==> config.mk <==
export PLATFORM = sky130hd
export DESIGN_NAME = bitstream_packet_deframer_crc16
export DESIGN_NICKNAME = d
export VERILOG_FILES = /design/src/sv/bpd_pkg.sv /design/src/sv/bitstream_packet_deframer_crc16.sv
export SDC_FILE = /design/constraint.sdc
export NUM_CORES = 1
export LEC_CHECK = 0
export BUFFER_PORTS_ARGS = -buffer_cell sky130_fd_sc_hd__buf_2
export CELL_PAD_IN_SITES_DETAIL_PLACEMENT = 1
export CELL_PAD_IN_SITES_GLOBAL_PLACEMENT = 2
export CORE_MARGIN = 10
export CORE_UTILIZATION = 30
export DETAILED_ROUTE_END_ITERATION = 10
export GPL_TIMING_DRIVEN = 0
export PLACE_DENSITY = 0.6
export SLEW_MARGIN = 15
export SYNTH_ARGS = -nofsm -noshare
export SYNTH_HDL_FRONTEND = slang
export SYNTH_SLANG_ARGS = --single-unit
==> constraint.sdc <==
create_clock -name clk -period 5.3 [get_ports clk]
set_input_delay 0.53 -clock clk [delete_from_list [all_inputs] [get_ports clk]]
set_output_delay 0.53 -clock clk [all_outputs]
set_load 0.05 [all_outputs]
==> src/sv/bpd_pkg.sv <==
// ----------------------------------------------------------------------------
// bpd_pkg
// Shared types, register codes, reset values and the byte-wide crc update
// for the bit-stream packet deframer.
// ----------------------------------------------------------------------------
package bpd_pkg;

    localparam int SYNC_BITS_DEFAULT = 16;

    localparam int CHECK_W = 16;
    localparam int BYTE_W  = 8;
    localparam int LEFT_W  = 9;
    localparam int CFG_IDX_W = 2;

    typedef enum logic [1:0] {
        EVT_SYNC    = 2'd0,
        EVT_LENGTH  = 2'd1,
        EVT_PAYLOAD = 2'd2,
        EVT_END     = 2'd3
    } event_kind_t;

    typedef enum logic [CFG_IDX_W-1:0] {
        CFG_SYNC_PATTERN = 2'd0,
        CFG_CRC_SEED     = 2'd1,
        CFG_CRC_POLY     = 2'd2,
        CFG_CRC_OUT_XOR  = 2'd3
    } cfg_index_t;

    localparam logic [CHECK_W-1:0] SYNC_PATTERN_RST = 16'h2DCA;
    localparam logic [CHECK_W-1:0] CRC_SEED_RST     = 16'h1D0F;
    localparam logic [CHECK_W-1:0] CRC_POLY_RST     = 16'h1021;
    localparam logic [CHECK_W-1:0] CRC_OUT_XOR_RST  = 16'hFFFF;

    // msb-first crc over one byte, eight shift steps
    function automatic logic [CHECK_W-1:0] crc_byte(
        input logic [CHECK_W-1:0] crc_in,
        input logic [BYTE_W-1:0]  data,
        input logic [CHECK_W-1:0] poly
    );
        logic [CHECK_W-1:0] c;
        c = crc_in ^ {data, {(CHECK_W-BYTE_W){1'b0}}};
        for (int k = 0; k < BYTE_W; k++)
        begin
            if (c[CHECK_W-1])
            begin
                c = {c[CHECK_W-2:0], 1'b0} ^ poly;
            end
            else
            begin
                c = {c[CHECK_W-2:0], 1'b0};
            end
        end
        return c;
    endfunction

endpackage

==> src/sv/bitstream_packet_deframer_crc16.sv <==
// ----------------------------------------------------------------------------
// bitstream_packet_deframer_crc16
// Sync-word hunt, length-prefixed byte framing and crc-16 check on a bit stream.
// ----------------------------------------------------------------------------
// One received bit is taken per clock cycle while in_stall is low. An accepted
// bit sits in an input register; combinational framing logic (hunt compare,
// byte assembly and a byte-wide crc update) works on it, and when the bit moves
// on, it updates the frame state and loads the result register, from which the
// result is shown. While a result waits to be taken, bits that give no result
// still flow; a bit that gives a result waits in the input register. Events:
// sync found, length byte, each payload byte, and frame end with the crc
// verdict. SYNC_BITS sets the hunt register width; the 16-bit pattern is
// zero-extended or truncated to it. Configuration registers are read live and
// should be written only while the block is idle.
module bitstream_packet_deframer_crc16 #(
    parameter int SYNC_BITS = bpd_pkg::SYNC_BITS_DEFAULT
) (
    input  logic                          clk,
    input  logic                          rst_n,
    input  logic                          cfg_write,
    input  logic [bpd_pkg::CFG_IDX_W-1:0] cfg_index,
    input  logic [bpd_pkg::CHECK_W-1:0]   cfg_data,
    input  logic                          in_valid,
    output logic                          in_stall,
    input  logic                          bit_value,
    output logic                          out_valid,
    input  logic                          out_stall,
    output bpd_pkg::event_kind_t          event_kind,
    output logic [bpd_pkg::BYTE_W-1:0]    byte_value,
    output logic                          check_ok,
    output logic [bpd_pkg::CHECK_W-1:0]   computed_check,
    output logic [bpd_pkg::CHECK_W-1:0]   received_check
);
    import bpd_pkg::*;

    logic [CHECK_W-1:0]   sync_pattern_reg;
    logic [CHECK_W-1:0]   crc_seed_reg;
    logic [CHECK_W-1:0]   poly_reg;
    logic [CHECK_W-1:0]   crc_out_xor_reg;

    logic                 bit_valid_reg;
    logic                 bit_reg;

    logic [SYNC_BITS-1:0] hunt_reg,      hunt_next;
    logic                 locked_reg,    locked_next;
    logic [2:0]           bit_count_reg, bit_count_next;
    logic [BYTE_W-1:0]    byte_reg,      byte_next;
    logic                 want_len_reg,  want_len_next;
    logic [LEFT_W-1:0]    left_reg,      left_next;
    logic [CHECK_W-1:0]   crc_reg,       crc_next;
    logic [CHECK_W-1:0]   rx_check_reg,  rx_check_next;

    logic                 out_valid_reg;
    event_kind_t          kind_reg,      kind_next;
    logic [BYTE_W-1:0]    obyte_reg,     obyte_next;
    logic                 ok_reg,        ok_next;
    logic [CHECK_W-1:0]   comp_reg,      comp_next;
    logic [CHECK_W-1:0]   recv_reg,      recv_next;

    logic                 has_result;
    logic                 fire;
    logic [31:0]          pattern_ext;
    logic [SYNC_BITS-1:0] sync_cmp;
    logic [SYNC_BITS-1:0] hunt_shifted;
    logic [CHECK_W-1:0]   crc_upd;
    logic [CHECK_W-1:0]   crc_final;
    logic [LEFT_W-1:0]    left_after;

    // configuration registers
    always_ff @(posedge clk or negedge rst_n)
    begin
        if (!rst_n)
        begin
            sync_pattern_reg <= SYNC_PATTERN_RST;
            crc_seed_reg     <= CRC_SEED_RST;
            poly_reg         <= CRC_POLY_RST;
            crc_out_xor_reg  <= CRC_OUT_XOR_RST;
        end
        else if (cfg_write)
        begin
            case (cfg_index)
                CFG_SYNC_PATTERN: sync_pattern_reg <= cfg_data;
                CFG_CRC_SEED:     crc_seed_reg     <= cfg_data;
                CFG_CRC_POLY:     poly_reg         <= cfg_data;
                CFG_CRC_OUT_XOR:  crc_out_xor_reg  <= cfg_data;
                default:          ;
            endcase
        end
    end

    assign pattern_ext  = 32'(sync_pattern_reg);
    assign sync_cmp     = pattern_ext[SYNC_BITS-1:0];
    assign hunt_shifted = {hunt_reg[SYNC_BITS-2:0], bit_reg};
    assign crc_upd      = crc_byte(crc_reg, {byte_reg[BYTE_W-2:0], bit_reg}, poly_reg);

    // framing step for the bit held in the input register
    always_comb
    begin
        hunt_next      = hunt_reg;
        locked_next    = locked_reg;
        bit_count_next = bit_count_reg;
        byte_next      = byte_reg;
        want_len_next  = want_len_reg;
        left_next      = left_reg;
        crc_next       = crc_reg;
        rx_check_next  = rx_check_reg;
        has_result     = 1'b0;
        kind_next      = EVT_SYNC;
        obyte_next     = '0;
        ok_next        = 1'b0;
        comp_next      = '0;
        recv_next      = '0;
        left_after     = left_reg;
        crc_final      = crc_reg ^ crc_out_xor_reg;

        if (!locked_reg)
        begin
            hunt_next = hunt_shifted;
            if (hunt_shifted == sync_cmp)
            begin
                locked_next    = 1'b1;
                bit_count_next = '0;
                crc_next       = crc_seed_reg;
                want_len_next  = 1'b1;
                left_next      = '0;
                has_result     = 1'b1;
                kind_next      = EVT_SYNC;
            end
        end
        else
        begin
            byte_next      = {byte_reg[BYTE_W-2:0], bit_reg};
            bit_count_next = bit_count_reg + 3'd1;
            if (bit_count_next == 3'd0)
            begin
                if (want_len_reg)
                begin
                    want_len_next = 1'b0;
                    left_next     = LEFT_W'(byte_next) + LEFT_W'(2);
                    crc_next      = crc_upd;
                    has_result    = 1'b1;
                    kind_next     = EVT_LENGTH;
                    obyte_next    = byte_next;
                end
                else if (left_reg > LEFT_W'(2))
                begin
                    crc_next   = crc_upd;
                    left_next  = left_reg - LEFT_W'(1);
                    has_result = 1'b1;
                    kind_next  = EVT_PAYLOAD;
                    obyte_next = byte_next;
                end
                else
                begin
                    // received crc bytes, big-endian; frame ends on the second
                    if (left_reg != '0)
                    begin
                        rx_check_next = {rx_check_reg[CHECK_W-BYTE_W-1:0], byte_next};
                        left_after    = left_reg - LEFT_W'(1);
                        left_next     = left_after;
                    end
                    if (left_after == '0)
                    begin
                        crc_next    = crc_final;
                        locked_next = 1'b0;
                        has_result  = 1'b1;
                        kind_next   = EVT_END;
                        ok_next     = (crc_final == rx_check_next);
                        comp_next   = crc_final;
                        recv_next   = rx_check_next;
                    end
                end
            end
        end
    end

    // bits with no result move on even while the result register is full
    assign fire     = bit_valid_reg && (!has_result || !out_valid_reg || !out_stall);
    assign in_stall = bit_valid_reg && !fire;

    always_ff @(posedge clk or negedge rst_n)
    begin
        if (!rst_n)
        begin
            bit_valid_reg <= 1'b0;
        end
        else if (!in_stall)
        begin
            bit_valid_reg <= in_valid;
        end
    end

    always_ff @(posedge clk)
    begin
        if (in_valid && !in_stall)
        begin
            bit_reg <= bit_value;
        end
    end

    always_ff @(posedge clk or negedge rst_n)
    begin
        if (!rst_n)
        begin
            hunt_reg      <= '0;
            locked_reg    <= 1'b0;
            bit_count_reg <= '0;
            byte_reg      <= '0;
            want_len_reg  <= 1'b0;
            left_reg      <= '0;
            crc_reg       <= CRC_SEED_RST;
            rx_check_reg  <= '0;
        end
        else if (fire)
        begin
            hunt_reg      <= hunt_next;
            locked_reg    <= locked_next;
            bit_count_reg <= bit_count_next;
            byte_reg      <= byte_next;
            want_len_reg  <= want_len_next;
            left_reg      <= left_next;
            crc_reg       <= crc_next;
            rx_check_reg  <= rx_check_next;
        end
    end

    always_ff @(posedge clk or negedge rst_n)
    begin
        if (!rst_n)
        begin
            out_valid_reg <= 1'b0;
        end
        else if (fire && has_result)
        begin
            out_valid_reg <= 1'b1;
        end
        else if (!out_stall)
        begin
            out_valid_reg <= 1'b0;
        end
    end

    always_ff @(posedge clk)
    begin
        if (fire && has_result)
        begin
            kind_reg  <= kind_next;
            obyte_reg <= obyte_next;
            ok_reg    <= ok_next;
            comp_reg  <= comp_next;
            recv_reg  <= recv_next;
        end
    end

    assign out_valid      = out_valid_reg;
    assign event_kind     = kind_reg;
    assign byte_value     = obyte_reg;
    assign check_ok       = ok_reg;
    assign computed_check = comp_reg;
    assign received_check = recv_reg;

endmodule
Word-level counts from Yosys, hierarchy flattened. Cells that the tools add are included. W data, S select, Z words.

Multiplexer cells: 52. Reductions and logical operators: 29. Bitwise logic cells: 15. Add/subtract/negate cells: 3. Magnitude comparators: 1. Equality and inequality tests: 8.

Operator list (number): $mux W16 (19); $xor A16 B16 Y16 (10); $mux W9 (10); $eq A16 B16 Y1 (2); $mux W1 (17); $mux W8 (2); $reduce_and A2 Y1 (8); $add A8 B2 Y9 const B (1); $gt A9 B2 Y1 const B (1); $logic_not A9 Y1 (1); $reduce_bool A9 Y1 (1); $sub A9 B1 Y9 const B (1); $mux W3 (2); $logic_not A1 Y1 (5); $not A1 Y1 (5); $reduce_and A5 Y1 (1); $reduce_or A5 Y1 (1); $eq A2 B2 Y1 const B (2); $logic_and A1 B1 Y1 (4); $mux W2 (2); $ne A2 B1 Y1 const B (2); $ne A4 B1 Y1 const B (1); $reduce_and A4 Y1 (1); $add A3 B1 Y3 const B (1); 7 further kinds (8).

Output and inout port bits: 45. Register bits after elaboration: 178. Input bits: 24. Logic and storage cells: 129.

Depth between registers and ports, before layout.
Depth in word-level cells: 21. Gate-level depth with buffers: 18. Mapped depth without buffers: 16.

Least setup slack after synthesis. No wires, ideal clock.

Kind: register -> register. Start point: reg left_reg[2]. End point: reg crc_reg[10]. Setup time: 0.085 ns. Cell stages (with the launch flop): 15. Required time: 5.215 ns. Period minus slack after synthesis: 4.581 ns. Buffers on the path: 3. Slack: 0.719 ns. Arrival: 4.495 ns. Path through: dfrtp_1 > clkbuf_1 > or4_1 > nor4_1 > xor2_1 > nor4_1 > o211ai_1 > a21oi_1 > o21ai_0 > nand2b_1 > inv_1 > clkbuf_1 > clkbuf_1 > o221ai_1 > nor3b_1.

Word-level cells in the longest chain between the ends: 17. Elaborated cells between the ends (all ways): 24. Classes of those cells: add/sub (1); order compare (1); eq/ne (1); mux (14); reduce/logical (7).

Ends and longest elaborated chain: from (decl) (line bitstream_packet_deframer_crc16.sv:49) `logic [LEFT_W-1:0] left_reg, left_next;`; from (signal assigned) (line bitstream_packet_deframer_crc16.sv:221) `left_reg <= left_next;`; $sub A9 B1 Y9 / $reduce_bool A9 Y1 (equally long branches) (line bitstream_packet_deframer_crc16.sv:159, bitstream_packet_deframer_crc16.sv:156); $mux W9; $mux W9 (line bitstream_packet_deframer_crc16.sv:145) `else if (left_reg > LEFT_W'(2))`; $mux W9 (line bitstream_packet_deframer_crc16.sv:136) `if (want_len_reg)`; $mux W9 (line bitstream_packet_deframer_crc16.sv:134) `if (bit_count_next == 3'd0)`; $mux W9 (line bitstream_packet_deframer_crc16.sv:116) `if (!locked_reg)`; $logic_not A9 Y1 (line bitstream_packet_deframer_crc16.sv:162) `if (left_after == '0)`; $mux W1 (line bitstream_packet_deframer_crc16.sv:162); $mux W1 (line bitstream_packet_deframer_crc16.sv:145); $mux W1 (line bitstream_packet_deframer_crc16.sv:136); $mux W1 (line bitstream_packet_deframer_crc16.sv:134); $mux W1 (line bitstream_packet_deframer_crc16.sv:116); $logic_not A1 Y1 (line bitstream_packet_deframer_crc16.sv:178) `assign fire = bit_valid_reg && (!has_result || !out_valid_reg || !out_stall);`; $logic_or A1 B1 Y1 (2 in series) (line bitstream_packet_deframer_crc16.sv:178); $logic_and A1 B1 Y1 (line bitstream_packet_deframer_crc16.sv:178); $reduce_and A4 Y1 (no line); to (signal assigned) (line bitstream_packet_deframer_crc16.sv:222) `crc_reg <= crc_next;`; to (decl) (line bitstream_packet_deframer_crc16.sv:50) `logic [CHECK_W-1:0] crc_reg, crc_next;`.

Several ways; a longest one is shown, not always the timed one. The select of a mux whose other input is x is not followed. A chain may end at the register's enable or synchronous reset.

Worst setup path after layout.
Start point: reg byte_reg[6]. End point: reg crc_reg[10].

Word-level cells in the longest chain between the ends: 20.

Ends and longest elaborated chain: from (decl) (line bitstream_packet_deframer_crc16.sv:47) `logic [BYTE_W-1:0] byte_reg, byte_next;`; from (signal assigned) (line bitstream_packet_deframer_crc16.sv:219) `byte_reg <= byte_next;`; $xor A16 B16 Y16 (*) (line bpd_pkg.sv:41) `c = crc_in ^ {data, {(CHECK_W-BYTE_W){1'b0}}};`; $mux W16 (*) (line bpd_pkg.sv:44) `if (c[CHECK_W-1])`; $xor A16 B16 Y16 (line bpd_pkg.sv:46) `c = {c[CHECK_W-2:0], 1'b0} ^ poly;`; $mux W16 (*) (line bpd_pkg.sv:44); $xor A16 B16 Y16 (line bpd_pkg.sv:46); $mux W16 (*) (line bpd_pkg.sv:44); $xor A16 B16 Y16 (line bpd_pkg.sv:46); $mux W16 (*) (line bpd_pkg.sv:44); (+4 left out); $xor A16 B16 Y16 (line bpd_pkg.sv:46); $mux W16 (*) (line bpd_pkg.sv:44); $xor A16 B16 Y16 (line bpd_pkg.sv:46); $mux W16 (*) (line bpd_pkg.sv:44); $mux W16 (line bitstream_packet_deframer_crc16.sv:145); $mux W16 (*) (line bitstream_packet_deframer_crc16.sv:136); $mux W16 (*) (line bitstream_packet_deframer_crc16.sv:134); $mux W16 (*) (line bitstream_packet_deframer_crc16.sv:116).

Mark *: on every way between the ends. The rest lies on a longest branch, timed or not. The select of a mux whose other input is x is not followed.

==> out/results.tsv <==
stage	metric	value	unit
sta	fin worst setup slack	365	ps
power_and_ir_drop	switching pwr	5.03	mW
sta	RSZ-0062 raised after global routing	no	
power_and_ir_drop	Sw Share	51.4	%
synthesis	FFs w/ async S/R, synth	75.3	%
finish	post-layout util	34.5	%
clock_network	Clock transition at path regs	70	ps
finish	NumNets Final	1281	
synthesis	top cell type's share of synthesized area	20.0	%
clock_network	Bufs on Longest Clock Path	2	
route	drt via density	5.19	
critical_path	CP endpoint kind	flip-flop	
global_route	Total GRT Usage	17.1	%
critical_path	R2R cell count	16	
floorplanning	floorplan core area	0.0376	sq mm
synthesis	mux cell area share after synthesis	11.5	%
synthesis	syn_nets	1193	
critical_path	FF-to-FF Start	byte_reg[6]	
floorplanning	Starting Density	30.3	%
global_route	total grt overflow	0	
critical_path	cell family with most CP delay	compound AO/OA/AOI/OAI gates	
finish	Antenna Cells	0	
global_route	vias in the first global route	9592	
route	Final ANT Viol Nets	0	
power_and_ir_drop	Design Power	9.78	mW
clock_network	hold_buf cts	0	
sta	fin. max-slew vios	0	
sta	Final Cycle Share	93.1	%
synthesis	sequential cell area fraction in the yosys report	41.5	%
synthesis	Synth Cell Area	0.0114	sq mm
placed_design	IO buf count	68	
clock_network	Inserted Clock Buffers	17	
synthesis	average cell area after synthesis	9.79	sq um
hold_path	Hold WC Path Type	in2async	
finish	Area growth syn-to-layout	14.0	%
critical_path	slowest stage delay, CP	490	ps
route	via count	9213	
floorplanning	DIE HEIGHT	215	microns
route	Initial DRT Pass Iterations	5	
synthesis	Netlist cell types	83	
critical_path	reg-to-reg endpoint	crc_reg[10]	
synthesis	post-synthesis simple-gate area fraction	16.0	%
critical_path	Worst Path Buf+Inv	3	
synthesis	ys flop type	dfrtp_1	
critical_path	worst-path cell chain	buf_6 > xnor2_4 > xnor2_2 > and4_4 > o31ai_1 > nand2_2 > o32ai_1 > a211oi_2 > xnor2_2 > or2_2 > clkbuf_1 > clkbuf_1 > nand2_1 > a32oi_1 > nor4_1 > nor3b_1	
clock_network	Clock Tree Root	clkbuf_16	
critical_path	critical path's slowest cell	clkbuf_1	
sta	final setup TNS	0	ps
route	Post-route DRC	0	
power_and_ir_drop	pwr dens	754	mW/mm^2
sta	Hold Vio Cnt, Final	0	
synthesis	YS warnings	0	
synthesis	combinational family with the most area after synthesis	simple AND/OR/NAND/NOR gates	
placed_design	DP Worst Slack	83.0	ps
synthesis	compound-gate portion of the synthesized area	14.3	%
floorplanning	die area	0.0461	sq mm
sta	endpoints failing setup	0	
placed_design	Final Wtd Congestion	0.828	
sta	Max Clk Rate	203	MHz
clock_network	htree depth	4	
synthesis	Post-Syn Instances	1163	
route	Initial DRC Count	474	
clock_network	CTS tree	built	
power_and_ir_drop	Lkg Pwr	4.99	nW
critical_path	worst path required time	5650	ps
placed_design	detailed placement HPWL	30100	microns
clock_network	clock tree sinks	178	
critical_path	Critical Path AT	5290	ps
placed_design	dpl cell area	0.0124	sq mm
finish	layout cell share with drive strength beyond 1	23.5	%
critical_path	CP Launch Type	flip-flop	
route	Avg WL per Cell	22.4	microns
power_and_ir_drop	power share of the clock group	12.4	%
floorplanning	die width	215	microns
synthesis	synth top area cells	dfrtp_1, edfxtp_1, mux2_2	
synthesis	Adder-Cell Fraction of Synth Area	0.659	%
finish	post-route cell area	0.0130	sq mm
global_route	largest net degree at the start of global routing	79	
job	max_cap viols	0	
power_and_ir_drop	internal power	4.75	mW
sta	worst-margin pin slew	915	ps
sta	Tmin final	4940	ps
synthesis	Yosys reg bits	178	
finish	Layout fillers	4306	
power_and_ir_drop	Max VDD drop	452	uV
synthesis	Synth Area in XOR/XNOR	11.9	%
run_status	status	finished, final reports clean	
critical_path	crit path max fanout	10	
floorplanning	# rows	71	
synthesis	number of synthesized flops with an enable pin	44	
critical_path	critical path type	reg2reg	
global_route	first-pass GRT wire length	61700	microns
clock_network	clock latency on the worst-skew pair	430	ps
synthesis	Synth area leader	dfrtp_1	
sta	relative slew slack	39.0	%
power_and_ir_drop	Seq pwr share	19.0	%
critical_path	r2r setup slk	360	ps
sta	Setup Skew	9.21	ps
route	WL final	39700	microns
power_and_ir_drop	combinational share of power	68.6	%
global_route	initial antenna violation count	1	
floorplanning	io pins	69	
power by group through the flow:
stage | Sequential [mW] | Combinational [mW] | Clock [mW]
after global routing | 1.90 | 7.29 | 1.31
after floorplan | 1.82 | 4.64 | 0
after CTS | 1.86 | 6.68 | 1.25
after global placement | 1.88 | 6.60 | 0
after detailed placement | 1.89 | 6.65 | 0
final | 1.86 | 6.71 | 1.21
through the flow:
| step | std cells | hold slack, ps |
|---|---|---|
| after floorplan | 1163 | 234 |
| after global placement | 1742 | 481 |
| after detailed placement | 1743 | 492 |
| after CTS | 1775 | 35.3 |
| after global routing | 1775 | 39.6 |
| final | 1775 | 21.3 |
cell usage in the layout (no fill, tap or decap), drive strengths merged, types with 10 or more instances in the layout:
cell	synthesis	routed
a32oi	14	14
nor3b	10	10
mux2	105	105
o31ai	19	19
a21oi	45	45
dfstp	43	43
o211ai	12	12
and2	18	18
clkbuf	73	95
inv	24	26
mux2i	13	13
dfrtp	91	91
nor4	14	14
nor2	65	65
xnor2	107	107
o221ai	11	11
and3	17	17
nand2	140	140
nand3	41	41
nand4	15	15
xor2	34	34
buf	14	84
edfxtp	44	44
a211oi	12	12
nor3	15	15
o21ai	67	67
logic make-up after synthesis:
kind of cell               after synthesis
and+or+nand+nor                        371
adders and majority gates                6
xor gates and xnor gates               143
muxes                                  118
AOI/OAI and AO/OA                      236
buffers and inverters                  111
DFF                                    178
synthesized netlist by cell type, types with 5 or more instances:
| library cell | n |
|---|---|
| buf_2 | 7 |
| xnor2_1 | 102 |
| nor3b_1 | 9 |
| o221ai_1 | 11 |
| o21a_1 | 5 |
| mux2i_1 | 13 |
| ha_1 | 6 |
| a211oi_1 | 9 |
| edfxtp_1 | 44 |
| o211ai_1 | 11 |
| and2_1 | 18 |
| a21oi_1 | 45 |
| nor2b_1 | 7 |
| nor4_1 | 13 |
| dfstp_2 | 43 |
| clkbuf_1 | 72 |
| nand2_1 | 139 |
| a32oi_1 | 14 |
| and3_1 | 16 |
| mux2_2 | 105 |
| inv_1 | 24 |
| nand2b_1 | 7 |
| xor2_1 | 32 |
| nor2_1 | 64 |
| o21ai_0 | 65 |
| or2_2 | 6 |
| nand3_1 | 41 |
| o311ai_0 | 5 |
| dfrtp_1 | 91 |
| nand4_1 | 15 |
| o31ai_1 | 19 |
| nor3_1 | 13 |
layer usage:
layer	up-vias	routed length, microns	GRT usage [%]
li1	4370	-	-
met1	4675	19900	24.4
met2	150	18100	27.2
met3	18	1210	2.42
met4	0	392	3.24
met5	-	0	0
repair_timing:
action,4_1_cts,5_1_grt
resized for setup,0,6
buffers inserted,0,0
setup endpoints to repair,0,12
layout make-up:
| cell class | count | area (sq um) | area share [%] |
|---|---|---|---|
| Buffer | 87 | 379 | 2.92 |
| Clock buffer | 23 | 489 | 3.77 |
| Inverter | 24 | 90.1 | 0.694 |
| Tap cell | 511 | 639 | 4.93 |
| Timing Repair Buffer | 69 | 378 | 2.91 |
| Clock inverter | 9 | 56.3 | 0.434 |
| Sequential cell | 178 | 4730 | 36.4 |
| Multi-Input combinational cell | 874 | 6220 | 47.9 |
worst max path at each step:
stage               slack [ps]  depth (start not counted)         from          end
global placement         -1500                         14  left_reg[2]   crc_reg[0]
finish                     360                         16  byte_reg[6]  crc_reg[10]
floorplan                  720                         14  left_reg[2]  crc_reg[10]
global route                10                         16  byte_reg[6]   crc_reg[8]
CTS                         60                         16  crc_reg[15]   crc_reg[5]
detailed placement          80                         16  crc_reg[15]   crc_reg[5]
Note: power is estimated with default switching activity, not from simulation.
